===== config.mk =====
export PLATFORM = sky130hd
export DESIGN_NAME = escape_sequence_decoder_core
export DESIGN_NICKNAME = d
export VERILOG_FILES = /design/src/sv/esd_pkg.sv /design/src/sv/esd_front.sv /design/src/sv/esd_queue.sv /design/src/sv/esd_back.sv /design/src/sv/escape_sequence_decoder_core.sv
export VERILOG_INCLUDE_DIRS = /design/src /design/src/sv
export SDC_FILE = /design/constraint.sdc
export NUM_CORES = 1
export LEC_CHECK = 0
export BUFFER_PORTS_ARGS = -buffer_cell sky130_fd_sc_hd__buf_2
export CAP_MARGIN = 0
export CORE_MARGIN = 2
export CORE_UTILIZATION = 45
export CTS_CLUSTER_SIZE = 10
export DETAILED_ROUTE_END_ITERATION = 6
export GPL_ROUTABILITY_DRIVEN = 0
export HOLD_SLACK_MARGIN = 0.06
export SETUP_SLACK_MARGIN = 0.02
export SLEW_MARGIN = 20
export SYNTH_ARGS = -nofsm -noshare
export SYNTH_HDL_FRONTEND = slang
export SYNTH_SLANG_ARGS = --single-unit
export TNS_END_PERCENT = 20

===== constraint.sdc =====
create_clock -name i_clk -period 16.9 [get_ports i_clk]
set_input_delay 1.69 -clock i_clk [delete_from_list [all_inputs] [get_ports i_clk]]
set_output_delay 1.69 -clock i_clk [all_outputs]
set_load 0.01 [all_outputs]

===== src/sv/escape_sequence_decoder_core_macros.svh =====
// assertion macros for the escape sequence decoder
`ifndef ESCAPE_SEQUENCE_DECODER_CORE_MACROS_SVH
`define ESCAPE_SEQUENCE_DECODER_CORE_MACROS_SVH
`ifndef SYNTH
`define ESD_ASSERT(lbl, clk, rst_n, prop) \
    lbl: assert property (@(posedge clk) disable iff (!rst_n) (prop)) \
        else $error("esd assertion failed");
`define ESD_ASSERT_IMP(lbl, clk, rst_n, ante, cons) \
    lbl: assert property (@(posedge clk) disable iff (!rst_n) (ante) |-> (cons)) \
        else $error("esd implication failed");
`else
`define ESD_ASSERT(lbl, clk, rst_n, prop)
`define ESD_ASSERT_IMP(lbl, clk, rst_n, ante, cons)
`endif
`endif


===== src/sv/esd_pkg.sv =====
// types, constants and decode functions shared by the escape sequence decoder
`default_nettype none
package esd_pkg;

    localparam int MAX_LEN   = 16;
    localparam int ESD_CNT_W = $clog2(MAX_LEN + 1);
    localparam int ESD_HELD  = 3;
    localparam int ESD_WIN   = ESD_HELD + 1;

    localparam logic [ESD_CNT_W-1:0] ESD_MAX_CNT = ESD_CNT_W'(MAX_LEN);

    localparam logic [7:0] CH_BSLASH = 8'h5c;
    localparam logic [7:0] CH_X      = 8'h78;

    typedef struct packed {
        logic [7:0] ch;
        logic       last;
        logic       empty_req;
    } t_in_item;

    typedef struct packed {
        logic [7:0] out_byte;
        logic       byte_valid;
        logic       done_res;
        logic       status;
    } t_res;

    typedef struct packed {
        logic [ESD_WIN-1:0][7:0] bytes;
        logic [2:0]              nbytes;
        logic                    done;
        logic                    status;
    } t_bundle;

    typedef struct packed {
        logic full;
        logic empty;
    } t_q_status;

    typedef struct packed {
        logic [2:0] cons;
        logic [7:0] val;
    } t_cls;

    function automatic logic is_oct(input logic [7:0] c);
        return (c >= 8'h30) && (c <= 8'h37);
    endfunction

    function automatic logic is_hex(input logic [7:0] c);
        return ((c >= 8'h30) && (c <= 8'h39)) || ((c >= 8'h61) && (c <= 8'h66)) ||
               ((c >= 8'h41) && (c <= 8'h46));
    endfunction

    function automatic logic [3:0] hex_val(input logic [7:0] c);
        logic [3:0] v;
        if (c <= 8'h39) begin
            v = c[3:0];
        end else begin
            v = c[3:0] + 4'd9;
        end
        return v;
    endfunction

    // characters consumed (zero means wait for more) and the decoded byte
    function automatic t_cls classify(input logic [ESD_WIN-1:0][7:0] w,
                                      input logic [2:0] n, input logic fin);
        t_cls r;
        r.cons = 3'd1;
        r.val  = CH_BSLASH;
        if (w[0] != CH_BSLASH) begin
            r.val = w[0];
        end else if (n < 3'd2) begin
            r.cons = fin ? 3'd1 : 3'd0;
        end else if (w[1] == CH_BSLASH) begin
            r.cons = 3'd2;
        end else if (w[1] == CH_X) begin
            if (n >= 3'd3 && !is_hex(w[2])) begin
                r.cons = 3'd1;
            end else if (n < 3'd4) begin
                r.cons = fin ? 3'd1 : 3'd0;
            end else if (!is_hex(w[3])) begin
                r.cons = 3'd1;
            end else begin
                r.val  = {hex_val(w[2]), hex_val(w[3])};
                r.cons = 3'd4;
            end
        end else if (is_oct(w[1])) begin
            if (n >= 3'd3 && !is_oct(w[2])) begin
                r.cons = 3'd1;
            end else if (n < 3'd4) begin
                r.cons = fin ? 3'd1 : 3'd0;
            end else if (!is_oct(w[3])) begin
                r.cons = 3'd1;
            end else begin
                r.val  = {w[1][1:0], w[2][2:0], w[3][2:0]};
                r.cons = 3'd4;
            end
        end
        return r;
    endfunction

endpackage
`default_nettype wire


===== src/sv/esd_front.sv =====
// front end: takes characters, decodes the lookahead window and queues result bundles
`default_nettype none
`include "escape_sequence_decoder_core_macros.svh"
module esd_front (
    input  wire                 i_clk,
    input  wire                 i_rst_n,
    input  wire                 i_valid,
    input  esd_pkg::t_in_item   i_item,
    output logic                o_stall,
    input  esd_pkg::t_q_status  i_q_stat,
    output logic                o_push,
    output esd_pkg::t_bundle    o_bundle
);
    import esd_pkg::*;

    logic [ESD_HELD-1:0][7:0] r_held, n_held;
    logic [1:0]               r_held_count, n_held_count;
    logic [ESD_CNT_W-1:0]     r_bytes_out, n_bytes_out;
    logic                     r_overflowed, n_overflowed;

    logic                     accept;
    logic                     fin;
    logic [ESD_WIN-1:0][7:0]  wv;
    logic [2:0]               rem;
    logic [ESD_CNT_W-1:0]     cnt;
    logic                     ovf;
    logic                     halt;
    logic [2:0]               nb;
    t_cls                     cls;
    t_bundle                  bundle;

    assign accept  = i_valid && !i_q_stat.full;
    assign o_stall = i_q_stat.full;

    always_comb begin
        fin    = i_item.empty_req || i_item.last;
        wv     = {8'h00, r_held};
        rem    = {1'b0, r_held_count};
        cnt    = r_bytes_out;
        ovf    = r_overflowed;
        halt   = 1'b0;
        nb     = 3'd0;
        cls    = '0;
        bundle = '0;
        if (!i_item.empty_req) begin
            wv[r_held_count] = i_item.ch;
            rem = rem + 3'd1;
        end
        for (int it = 0; it < ESD_WIN; it++) begin
            if (!halt && rem != 3'd0) begin
                if (ovf) begin
                    rem  = 3'd0;
                    halt = 1'b1;
                end else if (cnt >= ESD_MAX_CNT) begin
                    ovf  = 1'b1;
                    rem  = 3'd0;
                    halt = 1'b1;
                end else begin
                    cls = classify(wv, rem, fin);
                    if (cls.cons == 3'd0) begin
                        halt = 1'b1;
                    end else begin
                        bundle.bytes[nb[1:0]] = cls.val;
                        nb  = nb + 3'd1;
                        cnt = cnt + ESD_CNT_W'(1);
                        wv  = wv >> {cls.cons, 3'b000};
                        rem = rem - cls.cons;
                    end
                end
            end
        end
        bundle.nbytes = nb;
        bundle.done   = fin;
        bundle.status = fin && ovf;

        n_held       = r_held;
        n_held_count = r_held_count;
        n_bytes_out  = r_bytes_out;
        n_overflowed = r_overflowed;
        if (accept) begin
            if (fin) begin
                n_held       = '0;
                n_held_count = 2'd0;
                n_bytes_out  = '0;
                n_overflowed = 1'b0;
            end else begin
                n_held       = wv[ESD_HELD-1:0];
                n_held_count = rem[1:0];
                n_bytes_out  = cnt;
                n_overflowed = ovf;
            end
        end
    end

    assign o_push   = accept && (nb != 3'd0 || fin);
    assign o_bundle = bundle;

    always_ff @(posedge i_clk) begin
        if (!i_rst_n) begin
            r_held       <= '0;
            r_held_count <= 2'd0;
            r_bytes_out  <= '0;
            r_overflowed <= 1'b0;
        end else begin
            r_held       <= n_held;
            r_held_count <= n_held_count;
            r_bytes_out  <= n_bytes_out;
            r_overflowed <= n_overflowed;
        end
    end

    `ESD_ASSERT(a_cnt_bound, i_clk, i_rst_n, r_bytes_out <= ESD_MAX_CNT)
    `ESD_ASSERT_IMP(a_ovf_full, i_clk, i_rst_n, r_overflowed, r_bytes_out == ESD_MAX_CNT)
    `ESD_ASSERT_IMP(a_ovf_nothing_held, i_clk, i_rst_n, r_overflowed, r_held_count == 2'd0)

endmodule
`default_nettype wire


===== src/sv/esd_queue.sv =====
// two-entry bundle queue between the front and back ends
`default_nettype none
`include "escape_sequence_decoder_core_macros.svh"
module esd_queue (
    input  wire                 i_clk,
    input  wire                 i_rst_n,
    input  wire                 i_push,
    input  esd_pkg::t_bundle    i_bundle,
    input  wire                 i_pop,
    output esd_pkg::t_bundle    o_head,
    output esd_pkg::t_q_status  o_stat
);
    import esd_pkg::*;

    t_bundle    r_mem [2];
    logic       r_wr_ptr;
    logic       r_rd_ptr;
    logic [1:0] r_count;

    assign o_head     = r_mem[r_rd_ptr];
    assign o_stat.full  = (r_count == 2'd2);
    assign o_stat.empty = (r_count == 2'd0);

    always_ff @(posedge i_clk) begin
        if (i_push) begin
            r_mem[r_wr_ptr] <= i_bundle;
        end
    end

    always_ff @(posedge i_clk) begin
        if (!i_rst_n) begin
            r_wr_ptr <= 1'b0;
            r_rd_ptr <= 1'b0;
            r_count  <= 2'd0;
        end else begin
            if (i_push) begin
                r_wr_ptr <= ~r_wr_ptr;
            end
            if (i_pop) begin
                r_rd_ptr <= ~r_rd_ptr;
            end
            case ({i_push, i_pop})
                2'b10:   r_count <= r_count + 2'd1;
                2'b01:   r_count <= r_count - 2'd1;
                default: r_count <= r_count;
            endcase
        end
    end

    `ESD_ASSERT(a_count_bound, i_clk, i_rst_n, r_count <= 2'd2)
    `ESD_ASSERT_IMP(a_no_push_full, i_clk, i_rst_n, i_push, r_count != 2'd2)
    `ESD_ASSERT_IMP(a_no_pop_empty, i_clk, i_rst_n, i_pop, r_count != 2'd0)

endmodule
`default_nettype wire


===== src/sv/esd_back.sv =====
// back end: unpacks each bundle into results through the output register
`default_nettype none
module esd_back (
    input  wire                 i_clk,
    input  wire                 i_rst_n,
    input  esd_pkg::t_bundle    i_head,
    input  esd_pkg::t_q_status  i_q_stat,
    output logic                o_pop,
    output logic                o_valid,
    output esd_pkg::t_res       o_res,
    input  wire                 i_stall
);
    import esd_pkg::*;

    logic [2:0] r_idx, n_idx;
    logic       r_valid, n_valid;
    t_res       r_res, n_res;
    logic       load;
    logic [2:0] total;

    assign total = i_head.nbytes + {2'b00, i_head.done};
    assign load  = (!r_valid || !i_stall) && !i_q_stat.empty;

    always_comb begin
        n_idx   = r_idx;
        n_valid = r_valid && i_stall;
        n_res   = r_res;
        o_pop   = 1'b0;
        if (load) begin
            n_valid = 1'b1;
            if (r_idx < i_head.nbytes) begin
                n_res.out_byte   = i_head.bytes[r_idx[1:0]];
                n_res.byte_valid = 1'b1;
                n_res.done_res   = 1'b0;
                n_res.status     = 1'b0;
            end else begin
                n_res.out_byte   = 8'h00;
                n_res.byte_valid = 1'b0;
                n_res.done_res   = 1'b1;
                n_res.status     = i_head.status;
            end
            if (r_idx + 3'd1 == total) begin
                o_pop = 1'b1;
                n_idx = 3'd0;
            end else begin
                n_idx = r_idx + 3'd1;
            end
        end
    end

    always_ff @(posedge i_clk) begin
        if (!i_rst_n) begin
            r_idx   <= 3'd0;
            r_valid <= 1'b0;
        end else begin
            r_idx   <= n_idx;
            r_valid <= n_valid;
        end
    end

    always_ff @(posedge i_clk) begin
        r_res <= n_res;
    end

    assign o_valid = r_valid;
    assign o_res   = r_res;

endmodule
`default_nettype wire


===== src/sv/escape_sequence_decoder_core.sv =====
// path: a request's results pass through the two-entry bundle queue and then the output register
// throughput: one request a cycle while the two-entry bundle queue has room
// each request yields zero to five results, sent one a cycle from the output register while i_stall is low
// the output port's one result a cycle, while i_stall is low, sets the sustained rate for busy strings
// reset: synchronous, active low, clears lookahead, counters, queue and output valid
`default_nettype none
module escape_sequence_decoder_core (
    input  wire                i_clk,
    input  wire                i_rst_n,
    input  wire                i_valid,
    input  esd_pkg::t_in_item  i_item,
    output logic               o_stall,
    output logic               o_valid,
    output esd_pkg::t_res      o_res,
    input  wire                i_stall
);
    import esd_pkg::*;

    logic      push;
    logic      pop;
    t_bundle   bundle;
    t_bundle   head;
    t_q_status q_stat;

    esd_front u_front (
        .i_clk    (i_clk),
        .i_rst_n  (i_rst_n),
        .i_valid  (i_valid),
        .i_item   (i_item),
        .o_stall  (o_stall),
        .i_q_stat (q_stat),
        .o_push   (push),
        .o_bundle (bundle)
    );

    esd_queue u_queue (
        .i_clk    (i_clk),
        .i_rst_n  (i_rst_n),
        .i_push   (push),
        .i_bundle (bundle),
        .i_pop    (pop),
        .o_head   (head),
        .o_stat   (q_stat)
    );

    esd_back u_back (
        .i_clk    (i_clk),
        .i_rst_n  (i_rst_n),
        .i_head   (head),
        .i_q_stat (q_stat),
        .o_pop    (pop),
        .o_valid  (o_valid),
        .o_res    (o_res),
        .i_stall  (i_stall)
    );

endmodule
`default_nettype wire


; ---- Word-level counts from Yosys, hierarchy flattened
; Memory sizes are Yosys's and may differ from the RTL's. A register that Yosys moved wholly into a read port is not among the register bits.
; Cells that the tools add are included.
[totals]
latch_bits = 0
mem_bits_ro = 0
memories = 1
wordCells = 497
inputBits = 14
ff_bits = 51
ram_bits = 74
[mem_list]
columns = memory, depth, word_bits, read_ports, rd_clocked_by_memory_dff, write_ports, line_no
row1 = u_queue.r_mem, 2, 37, 1, 1, 1, esd_queue.sv:15  ; t_bundle r_mem [2];
[classes]
n_bitwise = 2
div_mod_pow = 0
shifts = 4
reduce_logical = 101
eq_ne = 16
multipliers = 0
magnitude_cmp = 90
muxes = 244
addsub = 24
[ops]
columns = op, count
row1 = 2-to-1 mux 32 bit, 25
row2 = 2-to-1 mux 8 bit, 54
row3 = 2-to-1 mux 3 bit, 78
row4 = "less-or-equal comparator 8 x 6 -> 1 bit, second input constant", 20
row5 = bitwise mux 32 bit, 4
row6 = "greater-or-equal comparator 8 x 7 -> 1 bit, second input constant", 16
row7 = "less-or-equal comparator 8 x 7 -> 1 bit, second input constant", 16
row8 = 2-to-1 mux 24 bit, 5
row9 = "greater-or-equal comparator 8 x 6 -> 1 bit, second input constant", 12
row10 = right shift 32 x 6 -> 32 bit, 3
row11 = 2-to-1 mux 11 bit, 8
row12 = 2-to-1 mux 5 bit, 17
row13 = demux 8 bit (select 2 bit), 4
row14 = "== test 8 x 7 -> 1 bit, second input constant", 8
row15 = logical AND 1 bit, 56
row16 = 2-to-1 mux 1 bit, 34
row17 = "adder 4 bit, second input constant", 8
row18 = 2-to-1 mux 4 bit, 8
row19 = "!= test 8 x 7 -> 1 bit, second input constant", 4
row20 = right shift 32 x 6 -> 24 bit, 1
row21 = "adder 5 x 1 -> 5 bit, second input constant", 4
row22 = "greater-or-equal comparator 5 bit, second input constant", 4
row23 = logical OR 1 bit, 19
row24 = binary-select mux 8 bit (select 2 bit), 1
row25 = 24 further kinds, 72

; ---- Longest topological paths before layout
; Gate-level depths: netlist (run 1).
[logic_depth]
depth_word = 87
ltp_mapped = 55
ltp_nobuf = 48

; ---- By module
; From an unflattened synthesis (run 1), not the netlist that was laid out.
[hier_totals]
cells_unflattened = 1237
hier_area_um2 = 11193.2
[modules_own_cells]
columns = module, n_inst, cells_each, seq_area_each_um2, area_each_um2
row1 = esd_front, 1, 1034, 640.6, 7352.1
row2 = esd_queue, 1, 137, 2322.2, 2882.8
row3 = esd_back, 1, 66, 410.4, 958.4

; ---- Least setup slack after synthesis (run 1)
; OpenSTA, ideal clock, no wires.
[synth_path]
path_kind = input to register
startpoint = in i_item[0] (netlist bit)
endpoint = mem u_queue.r_mem[0][0] (netlist bit) (enable)
required_time_ns = 16.423
cell_stages = 44
setup_ns = 0.477
t_arrival_ns = 12.912
n_path_buf = 4
path_slack_ns = 3.511
cell_sequence = buf_6 nor2b_1 clkbuf_1 and2_1 clkinv_1 ha_1 nand2b_1 nor4_1 o32ai_2 and4bb_4 or2_0 buf_2 nor2_1 inv_1 ha_1 fa_1 nand3_1 a21oi_1 [... 8 more ...] and2_1 a21oi_2 o2111ai_1 o311ai_2 and3_1 inv_1 ha_1 fa_1 nand3_1 a2bb2oi_1 o221ai_1 a21oi_1 a2111oi_4 o2111ai_2 buf_6 and2_1 o21a_1 nor3_1
[synth_via]
elab_chain_len = 82
[synth_lines]
columns = element, line_no
row1 = "start, declared", escape_sequence_decoder_core.sv:11  ; input esd_pkg::t_in_item i_item,
row2 = 2-to-1 mux 32 bit, esd_front.sv:45  ; if (!i_item.empty_req) begin
row3 = "greater-or-equal comparator 8 x 6 -> 1 bit, or another cell as far along", "esd_pkg.sv:46, esd_pkg.sv:50"
row4 = logical AND 1 bit, esd_pkg.sv:50  ; return ((c >= 8'h30) && (c <= 8'h39)) || ((c >= 8'h61) && (c <= 8'h66)) ||
row5 = logical OR 1 bit (2 in a row), esd_pkg.sv:50
row6 = 2-to-1 mux 3 bit / zero test 1 bit (equally long branches), "esd_pkg.sv:81, esd_pkg.sv:77"
row7 = 2-to-1 mux 3 bit / logical AND 1 bit (equally long branches), "esd_pkg.sv:79, esd_pkg.sv:77"
row8 = 2-to-1 mux 3 bit, esd_pkg.sv:77  ; if (n >= 3'd3 && !is_hex(w[2])) begin
row9 = 2-to-1 mux 11 bit, esd_pkg.sv:76  ; end else if (w[1] == CH_X) begin
row10 = [... 65 more ...], -
row11 = 2-to-1 mux 3 bit, esd_front.sv:54  ; end else if (cnt >= ESD_MAX_CNT) begin
row12 = 2-to-1 mux 3 bit, esd_front.sv:51  ; if (ovf) begin
row13 = 2-to-1 mux 3 bit, esd_front.sv:50  ; if (!halt && rem != 3'd0) begin
row14 = nonzero test 3 bit, esd_front.sv:95  ; assign o_push = accept && (nb != 3'd0 || fin);
row15 = logical OR 1 bit (*), esd_front.sv:95
row16 = logical AND 1 bit (*), esd_front.sv:95
row17 = 2-to-1 mux 1 bit (*), esd_queue.sv:25  ; if (i_push) begin
row18 = 2-to-1 mux 1 bit (not written as such) (*), esd_queue.sv:26  ; r_mem[r_wr_ptr] <= i_bundle;
row19 = "end, declared", esd_queue.sv:15
; Mark *: on every way between the ends. The rest lies on a longest branch, timed or not. The select of a mux whose other input is x is not followed.

; ---- Worst setup path after layout (run 1)
[layout_path]
startpoint = in i_item[0] (netlist bit)
endpoint = mem u_queue.r_mem[1][19] (netlist bit) (enable)
; The elaborated chain is that of the path after synthesis.

==> results of run 1 <==
-- cells by family after synthesis --
logic type               Yosys count  share of synthesized area
XOR/XNOR                          32                    0.02551
AO/OA/AOI/OAI                    357                     0.2464
adder cells (fa/ha/maj)           45                    0.05330
AND/OR/NAND/NOR                  445                     0.2057
buffers and inverters            120                    0.04908
multiplexers                     100                     0.1130
flip-flops                       126                     0.3070
-- synth_stat cells (all sizes together) (21+ instances only) --
library cell | number | area share
nor3 | 21 | 0.012
nand2 | 137 | 0.050
nor2 | 124 | 0.043
nand3 | 29 | 0.013
inv | 47 | 0.016
ha | 42 | 0.048
dfxtp | 41 | 0.075
buf | 36 | 0.020
edfxtp | 85 | 0.23
a21oi | 68 | 0.034
mux2i | 74 | 0.069
o21ai | 71 | 0.034
clkbuf | 34 | 0.012
-- final timing paths --
check,slack (ns),from,cells past startpoint,endpoint
min reg2reg,0.47,u_back.o_valid,2,u_back.o_valid
max,3.24,i_item[0],36,u_queue.r_mem[1][19]
max reg2reg,3.71,u_front.r_held_count[0],37,u_queue.r_mem[1][19]
min,0.47,u_back.o_valid,2,u_back.o_valid
-- registers in the layout (all words and copies together), names as in the netlist, 2 cells and up, named ones only --
| register | flops |
|---|---|
| u_back.o_res | 11 |
| u_back.r_idx | 3 |
| u_front.r_bytes_out | 5 |
| u_front.r_held | 24 |
| u_front.r_held_count | 2 |
| u_queue.r_count | 2 |
| u_queue.r_mem | 74 |
-- worst max-delay path, delay by kind of cell --
kind / cells / cell delay, ns
fa+ha+maj: 5 / 1.67
mux: 1 / 0.86
buf+inv: 4 / 0.89
simple gates: 12 / 4.60
compound gates: 14 / 3.93
-- layout by cell type, fill, tap and decap left out, drive strengths merged, types with 21 or more instances in the layout --
cell	instances
edfxtp	85
a21oi	68
nand2	137
mux2i	74
nor2	124
nor3	21
ha	42
buf	40
dfxtp	41
o21ai	71
inv	52
nand3	29
-- layer usage --
layer	share of wire	wire, um	up-vias
met4	0.050	1810	0
met1	0.42	15040	4810
met5	0	0	-
met3	0.082	2952	117
met2	0.45	16240	555
li1	-	-	4606
-- area by class of cell --
type | instances | share of cell area
multi-input combinational | 979 | 0.5971
sequential | 126 | 0.2838
clock buffer | 17 | 0.03579
tap | 324 | 0.03411
timing repair buffer | 40 | 0.01979
inverter | 50 | 0.01579
clock inverter | 15 | 0.01358
-- report_power, final --
group | leakage, nW | internal (mW) | switching [mW]
Sequential | 1.14 | 0.480 | 0.0392
Clock | 0.284 | 0.220 | 0.155
Combinational | 2.93 | 0.384 | 0.649
-- stage by stage --
| stage | hold slack, ns | utilization | std cells | power (mW) |
|---|---|---|---|---|
| after CTS | 0.4770 | 0.4914 | 1551 | 1.924 |
| after global routing | 0.5041 | 0.4916 | 1551 | 2.050 |
| after floorplan | 0.4528 | - | 1225 | 1.304 |
| final | 0.4719 | 0.4916 | 1551 | 1.927 |
| after detailed placement | 0.4657 | 0.4671 | 1519 | 1.542 |
| after global placement | 0.4589 | 0.4671 | 1519 | 1.532 |
==> impl_metrics.toml, run 1 <==
[min_path]
min_path_type = "reg -> reg"

[clock_tree]
hold_buffers = 0
cts.path.max_buffers = 2
htree_levels = 4
clock_latency_ns = 0.43
numCtsBuffers = 17
cts-root-buf = "clkbuf_16"
clock_sinks = 126
cts_setup_buffers = 0
path_clk_slew_ns = 0.06
cts_tree = "done"
post_cts_resized = 0

[layout]
diodes = 0
areaGrowthSynthToFinish_pct = 8.176
layout-drive-gt1-share = 0.1451
fillers = 2285
multi_input_area_mm2 = 0.007097
register_area_mm2 = 0.003373
design_area_mm2 = 0.01189
nets = 1273

[grt]
grt_max_degree = 38
grtUsageTotal = 0.2804
busiest_layer = "met2"
grt_util_met2 = 0.4437
grt_util_met3 = 0.05091
antenna_found_initial = 0
overflow = 0
use_met1 = 0.3686
grt_first_pass_wirelength_mm = 56.34
grt_pass1_vias = 9463

[synth]
syn_nets = 1284
synthCells = 1225
synth_edf_count = 85
synth.avg_cell_area_um2 = 8.969
synthFlopType = "edfxtp_1"
async_flop_share = 0
yosysWarnings = 0
syn_area_mm2 = 0.01099
yosysUniqueCellTypes = 116
ys_ff_latch = 126
yosysSeqAreaShare = 0.3070

[detailed_routing]
drtAntennaViolNets = 0
vias = 10088
drt_iter0_drc = 1203
totalWireLength_mm = 36.04
drcViolationCount = 0
avgRoutedWirePerCell_um = 23.24
vias_per_cell = 6.504
dr.pass1.iters = 7

[critical_path]
cpMostUsedCell = "ha_1"
cp.required_ns = 16.94
critPathCaptureType = "flip-flop"
critPathSlowestCell = "mux2i_1"
crit_fanout = 37
startpoint_type = "primary input"
cp_slowest_stage_delay_ns = 0.86
path_class = "in -> reg"
critPathArrivalTime_ns = 13.70

[sta]
rsz0062_at_grt = "false"
setup_viol = 0
fin_ws_ns = 3.239
max_slew_margin = 0.2523
skew_ns = 0.01170
drv_slew = 0
max_slew.worst_pin.slew_ns = 1.090
period_share = 0.8083
setup_tns_ns = 0
hold_viol_final = 0
layout_min_cycle_time_ns = 13.66
fmax_mhz = 73.20

[pwr]
irDropWorstVdd_uv = 82.80
powerDensity_mw_per_mm2 = 162.1
p_leak_nw = 4.352

[placement]
dpl_worst_slack_ns = 3.124
dp_hpwl_mm = 27.10
io_buffers = 26
placed_area_mm2 = 0.01129

[floorplan]
core_area_mm2 = 0.02418
start_util = 0.4544
std_cell_rows = 57
die-area_mm2 = 0.02568
io_pins = 27
fp.dieH_um = 160.3
die_width_um = 160.3

[outcome]
status = "finished, final reports clean"

[flow_run]
cap_violations = 0
(Power assumes the default switching activity.)
==> run 2: changes to the inputs <==
Settings changed: ABC_AREA from default to 1.
Clock period 16.9 ns to 13.3 ns, I/O delays scaled along.
==> run 2 against run 1 <==
Against the previous run: highest routed layer unchanged; sequential share of layout area rose by 1.5 points; worst setup slack lost 1.6 ns; synthesized area is 5.1% lower; die area is 5.0% lower; via count up 1.7%; utilization rose by 0.49 points; hold slack got worse by 0.0089 ns; sequential cell count unchanged; non-clock buffer count is 7 lower; final cell count increased by 16%; first-iteration DRC count shrank 9.1%.
==> impl_metrics.toml, run 2 <==
[synth]
ys_ff_latch = 126
syn_area_mm2 = 0.01042
yosysSeqAreaShare = 0.3236
synth.avg_cell_area_um2 = 6.909
yosys-top-cells-count = "396 x nand2_1, 155 x inv_1, 128 x nand3_1, 126 x nor2_1, 118 x o21ai_0"
synthCells = 1509
synth_top_area_share = 0.2448
async_flop_share = 0
synth_largest_area_cell = "edfxtp_1"
yosysWarnings = 0
yosysUniqueCellTypes = 64
synth_area_leaders = "edfxtp_1 24%, nand2_1 14%, dfxtp_1 7.9%"
synth_edf_count = 85
synth.most_common_cell = "nand2_1"
syn_nets = 1568
synthFlopType = "edfxtp_1"

[layout]
largest-register = "u_queue.r_mem"
nets = 1561
areaGrowthSynthToFinish_pct = 8.161
fillers = 2279
final_cell_mix = "396 x nand2_1, 155 x inv_1, 128 x nand3_1"
diodes = 0
design_area_mm2 = 0.01128
layout-drive-gt1-share = 0.1129
largest_reg_flops = 74
register_area_mm2 = 0.003373
multi_input_area_mm2 = 0.006018
finalNonFillerCells = 1800
final_common_cell = "nand2_1"

[floorplan]
start_util = 0.4591
io_pins = 27
die_width_um = 156.2
core_area_mm2 = 0.02271
std_cell_rows = 55
die-area_mm2 = 0.02440
fp.dieH_um = 156.2

[clock_tree]
path_clk_slew_ns = 0.06
cts-root-buf = "clkbuf_16"
cts_tree = "done"
post_cts_resized = 0
numCtsBuffers = 17
cts_setup_buffers = 0
hold_buffers = 0
clock_latency_ns = 0.43
htree_levels = 4
clock_sinks = 126
cts.path.max_buffers = 2

[critical_path]
crit_fanout = 37
path_buf_inv = 10
critPathSlowestCell = "nor2_4"
startpoint_type = "primary input"
path_class = "in -> reg"
cp_slowest_stage_delay_ns = 0.80
cpLargestDelayFamily = "simple AND/OR/NAND/NOR gates"
critPathCaptureType = "flip-flop"
cp.required_ns = 13.34
critPathArrivalTime_ns = 11.74
cpMostUsedCell = "nand2_1"

[detailed_routing]
drt_iter0_drc = 1093
dr.pass1.iters = 6
drtAntennaViolNets = 0
avgRoutedWirePerCell_um = 18.34
vias_per_cell = 5.702
totalWireLength_mm = 33.02
drcViolationCount = 0
vias = 10264

[sta]
hold_ws_ns = 0.4630
period_share = 0.8794
rsz0062_at_grt = "false"
skew_ns = 0.01900
max_slew_margin = 0.3019
max_slew.worst_pin.slew_ns = 1.045
setup_viol = 0
setup_tns_ns = 0
fmax_mhz = 85.49
hold_viol_final = 0
drv_slew = 0
layout_min_cycle_time_ns = 11.70

[min_path]
min_path_type = "reg -> reg"

[flow_run]
cap_violations = 0

[placement]
dp_hpwl_mm = 24.87
dpl.cell_count = 1768
placed_area_mm2 = 0.01064
io_buffers = 26

[grt]
grt_pass1_vias = 9393
antenna_found_initial = 0
overflow = 0
grt_max_degree = 39
grtUsageTotal = 0.2741
grt_first_pass_wirelength_mm = 51.42

[outcome]
status = "finished, final reports clean"
run 2: cell types whose count changed after synthesis, moves of 20 or more:
cell	before	now
inv_1	44	155
o22ai_1	9	30
o21ai_0	64	118
nand3_1	29	128
o21ai_1	4	34
mux2i_1	71	1
nand2_1	132	396
nand4_1	8	28
run 2: area by class of cell:
class	instances	share of cell area
clock buffers	22	0.04694
clock inverters	10	0.009654
inverters	187	0.06269
multi-input cells	1137	0.5337
flip-flops and latches	126	0.2992
well taps	285	0.03162
repair buffers	33	0.01620
run 2: stage by stage:
stage,utilization,setup slack [ns]
final,0.4965,1.603
after detailed placement,0.4683,1.425
after floorplan,-,2.918
after global placement,0.4683,1.622
after global routing,0.4965,0.6146
after CTS,0.4964,1.841
run 2: cell families (layout without fill, tap and decap cells):
family | count (synthesis) | in the layout | synth area share
AOI/OAI and AO/OA | 311 | 311 | 0.1731
xor gates and xnor gates | 19 | 19 | 0.01596
adders and majority gates | 45 | 45 | 0.05617
buffers and inverters | 246 | 252 | 0.1007
DFF | 126 | 126 | 0.3236
muxes | 2 | 2 | 0.002040
and+or+nand+nor | 760 | 760 | 0.3285
run 2: worst paths after layout:
kind,slack [ns],to,cells after the start,start
max,1.60,u_queue.r_mem[0][15],55,i_item[0]
min,0.46,u_front.r_held[23],2,u_front.r_held[23]
max reg2reg,2.19,u_queue.r_mem[0][15],54,u_front.r_held_count[1]
min reg2reg,0.46,u_front.r_held[23],2,u_front.r_held[23]
run 2: worst reg2reg max path: cells and delay by family, from the launching register on:
family,cells,cell delay [ns]
AOI/OAI and AO/OA,2,0.53
and+or+nand+nor,39,7.01
DFF,1,0.51
adders and majority gates,5,1.34
buffers and inverters,8,1.30
run 2: metal layers:
layer,vias to the layer above,wire [um],track usage
met2,406,15740,0.4701
met3,67,2248,0.04417
met5,-,0,0
met4,0,935,0.08956
met1,4743,14100,0.3528
li1,5048,-,-
Power of run 2 is left out: the tool's default activity adds up to more than one toggle a clock period on the data nets, which glitch-free logic cannot reach.
==> run 3: changes to the inputs <==
Settings changed: CORE_MARGIN 2 to default.
Clock period 13.3 ns to 9.75 ns, I/O delays scaled along.
==> run 3 against run 2 <==
Against the previous run: sequential cell count unchanged; worst setup slack worse by 0.85 ns; global-route usage grew 1.5 points; non-clock buffer count increased by 32; count of clock-buffer cells in the layout fell by 5; critical path type unchanged; highest routed layer unchanged.
==> impl_metrics.toml, run 3 (synthesis results as in run 2) <==
[outcome]
status = "finished, final reports clean"

[placement]
dpl_worst_slack_ns = -0.2676
io_buffers = 26
dp_hpwl_mm = 25.63

[detailed_routing]
drtAntennaViolNets = 0
vias = 10485
totalWireLength_mm = 33.96
avgRoutedWirePerCell_um = 18.53
dr.pass1.iters = 5
vias_per_cell = 5.720
drt_iter0_drc = 1210
drcViolationCount = 0

[floorplan]
fp.dieH_um = 154.2
die_width_um = 154.2
start_util = 0.4591
die-area_mm2 = 0.02378
core_area_mm2 = 0.02271
std_cell_rows = 55
io_pins = 27

[flow_run]
cap_violations = 0

[sta]
fmax_mhz = 111.1
setup_viol = 0
setup_tns_ns = 0
hold_viol_final = 0
layout_min_cycle_time_ns = 8.998
drv_slew = 0
skew_ns = 0.01269
max_slew_margin = 0.3303
max_slew.worst_pin.slew_ns = 0.9983
hold_ws_ns = 0.4657
rsz0062_at_grt = "false"
fin_ws_ns = 0.7524
period_share = 0.9228

[clock_tree]
clock_latency_ns = 0.42
clock_sinks = 126
path_clk_slew_ns = 0.07
cts_tree = "done"
numCtsBuffers = 17
cts-root-buf = "clkbuf_16"
htree_levels = 4
hold_buffers = 0
cts.path.max_buffers = 2

[layout]
fin_util = 0.5099
areaGrowthSynthToFinish_pct = 11.08
fillers = 2272
final_common_cell = "nand2_1"
largest-register = "u_queue.r_mem"
final_cell_mix = "393 x nand2_1, 153 x inv_1, 127 x nand3_1"
layout-drive-gt1-share = 0.1408
diodes = 0
nets = 1594
largest_reg_flops = 74

[critical_path]
cpMostUsedCell = "nand2_1"
cp.required_ns = 9.81
crit_fanout = 37
critPathArrivalTime_ns = 9.05
cpLargestDelayFamily = "simple AND/OR/NAND/NOR gates"
critPathCaptureType = "flip-flop"
critPathSlowestCell = "fa_1"
path_buf_inv = 6
startpoint_type = "primary input"
path_class = "in -> reg"
cp_slowest_stage_delay_ns = 0.52

[grt]
overflow = 0
antenna_found_initial = 0
grtUsageTotal = 0.2886
grt_pass1_vias = 9646
grt_max_degree = 39
grt_first_pass_wirelength_mm = 53.00

[min_path]
min_path_type = "reg -> reg"
## run 3: changes by cell type in the layout (fill, tap and decap cells not counted), sizes merged
cell	previous run	this run
clkinvlp	0	1
inv	183	187
nand2	420	421
clkbuf	22	17
buf	33	65
## run 3: layout make-up
type	count	area [um2]	share of cell area
clock buffers	17	425.4	0.03674
multi-input cells	1138	6112	0.5278
well taps	285	356.6	0.03079
clock inverters	15	167.7	0.01448
flip-flops and latches	126	3376	0.2915
inverters	187	711.9	0.06148
repair buffers	65	430.4	0.03717
## run 3: tightest hold or removal path, delay by kind of cell, from the launching register on
kind             cells  cell delay [ns]
AND/OR/NAND/NOR      1             0.06
AO/OA/AOI/OAI        1             0.05
flip-flops           1             0.31
## run 3: timing repair
action                     CTS  global route
gates resized for setup      0            31
hold endpoints to repair     0             0
buffers inserted             0            10
setup endpoints to repair    0           132
## run 3: per-stage QoR
| step | std cells | area (um2) |
|---|---|---|
| 2_1_floorplan | 1509 | 10430 |
| 3_3_place_gp | 1790 | 10800 |
| 3_5_place_dp | 1790 | 10800 |
| 4_1_cts | 1822 | 11390 |
| 5_1_grt | 1833 | 11580 |
| 6_report | 1833 | 11580 |
## run 3: path summary, 6_finish.rpt
check | from | to | slack, ns | cells after the start
setup / recovery | i_item[0] | u_queue.r_mem[0][34] | 0.75 | 53
hold / removal | u_front.r_held[19] | u_front.r_held[19] | 0.47 | 2
setup reg to reg | u_front.r_held_count[1] | u_queue.r_mem[0][34] | 0.87 | 54
hold reg to reg | u_front.r_held[19] | u_front.r_held[19] | 0.47 | 2
## run 3: per-layer routing
| layer | GRT usage | up-vias | wire (um) |
|---|---|---|---|
| met2 | 0.4807 | 487 | 15730 |
| met4 | 0.1348 | 0 | 1638 |
| met3 | 0.04007 | 103 | 2247 |
| met5 | 0 | - | 0 |
| li1 | - | 5101 | - |
| met1 | 0.3708 | 4794 | 14340 |
Power of run 3 is left out for the same reason.
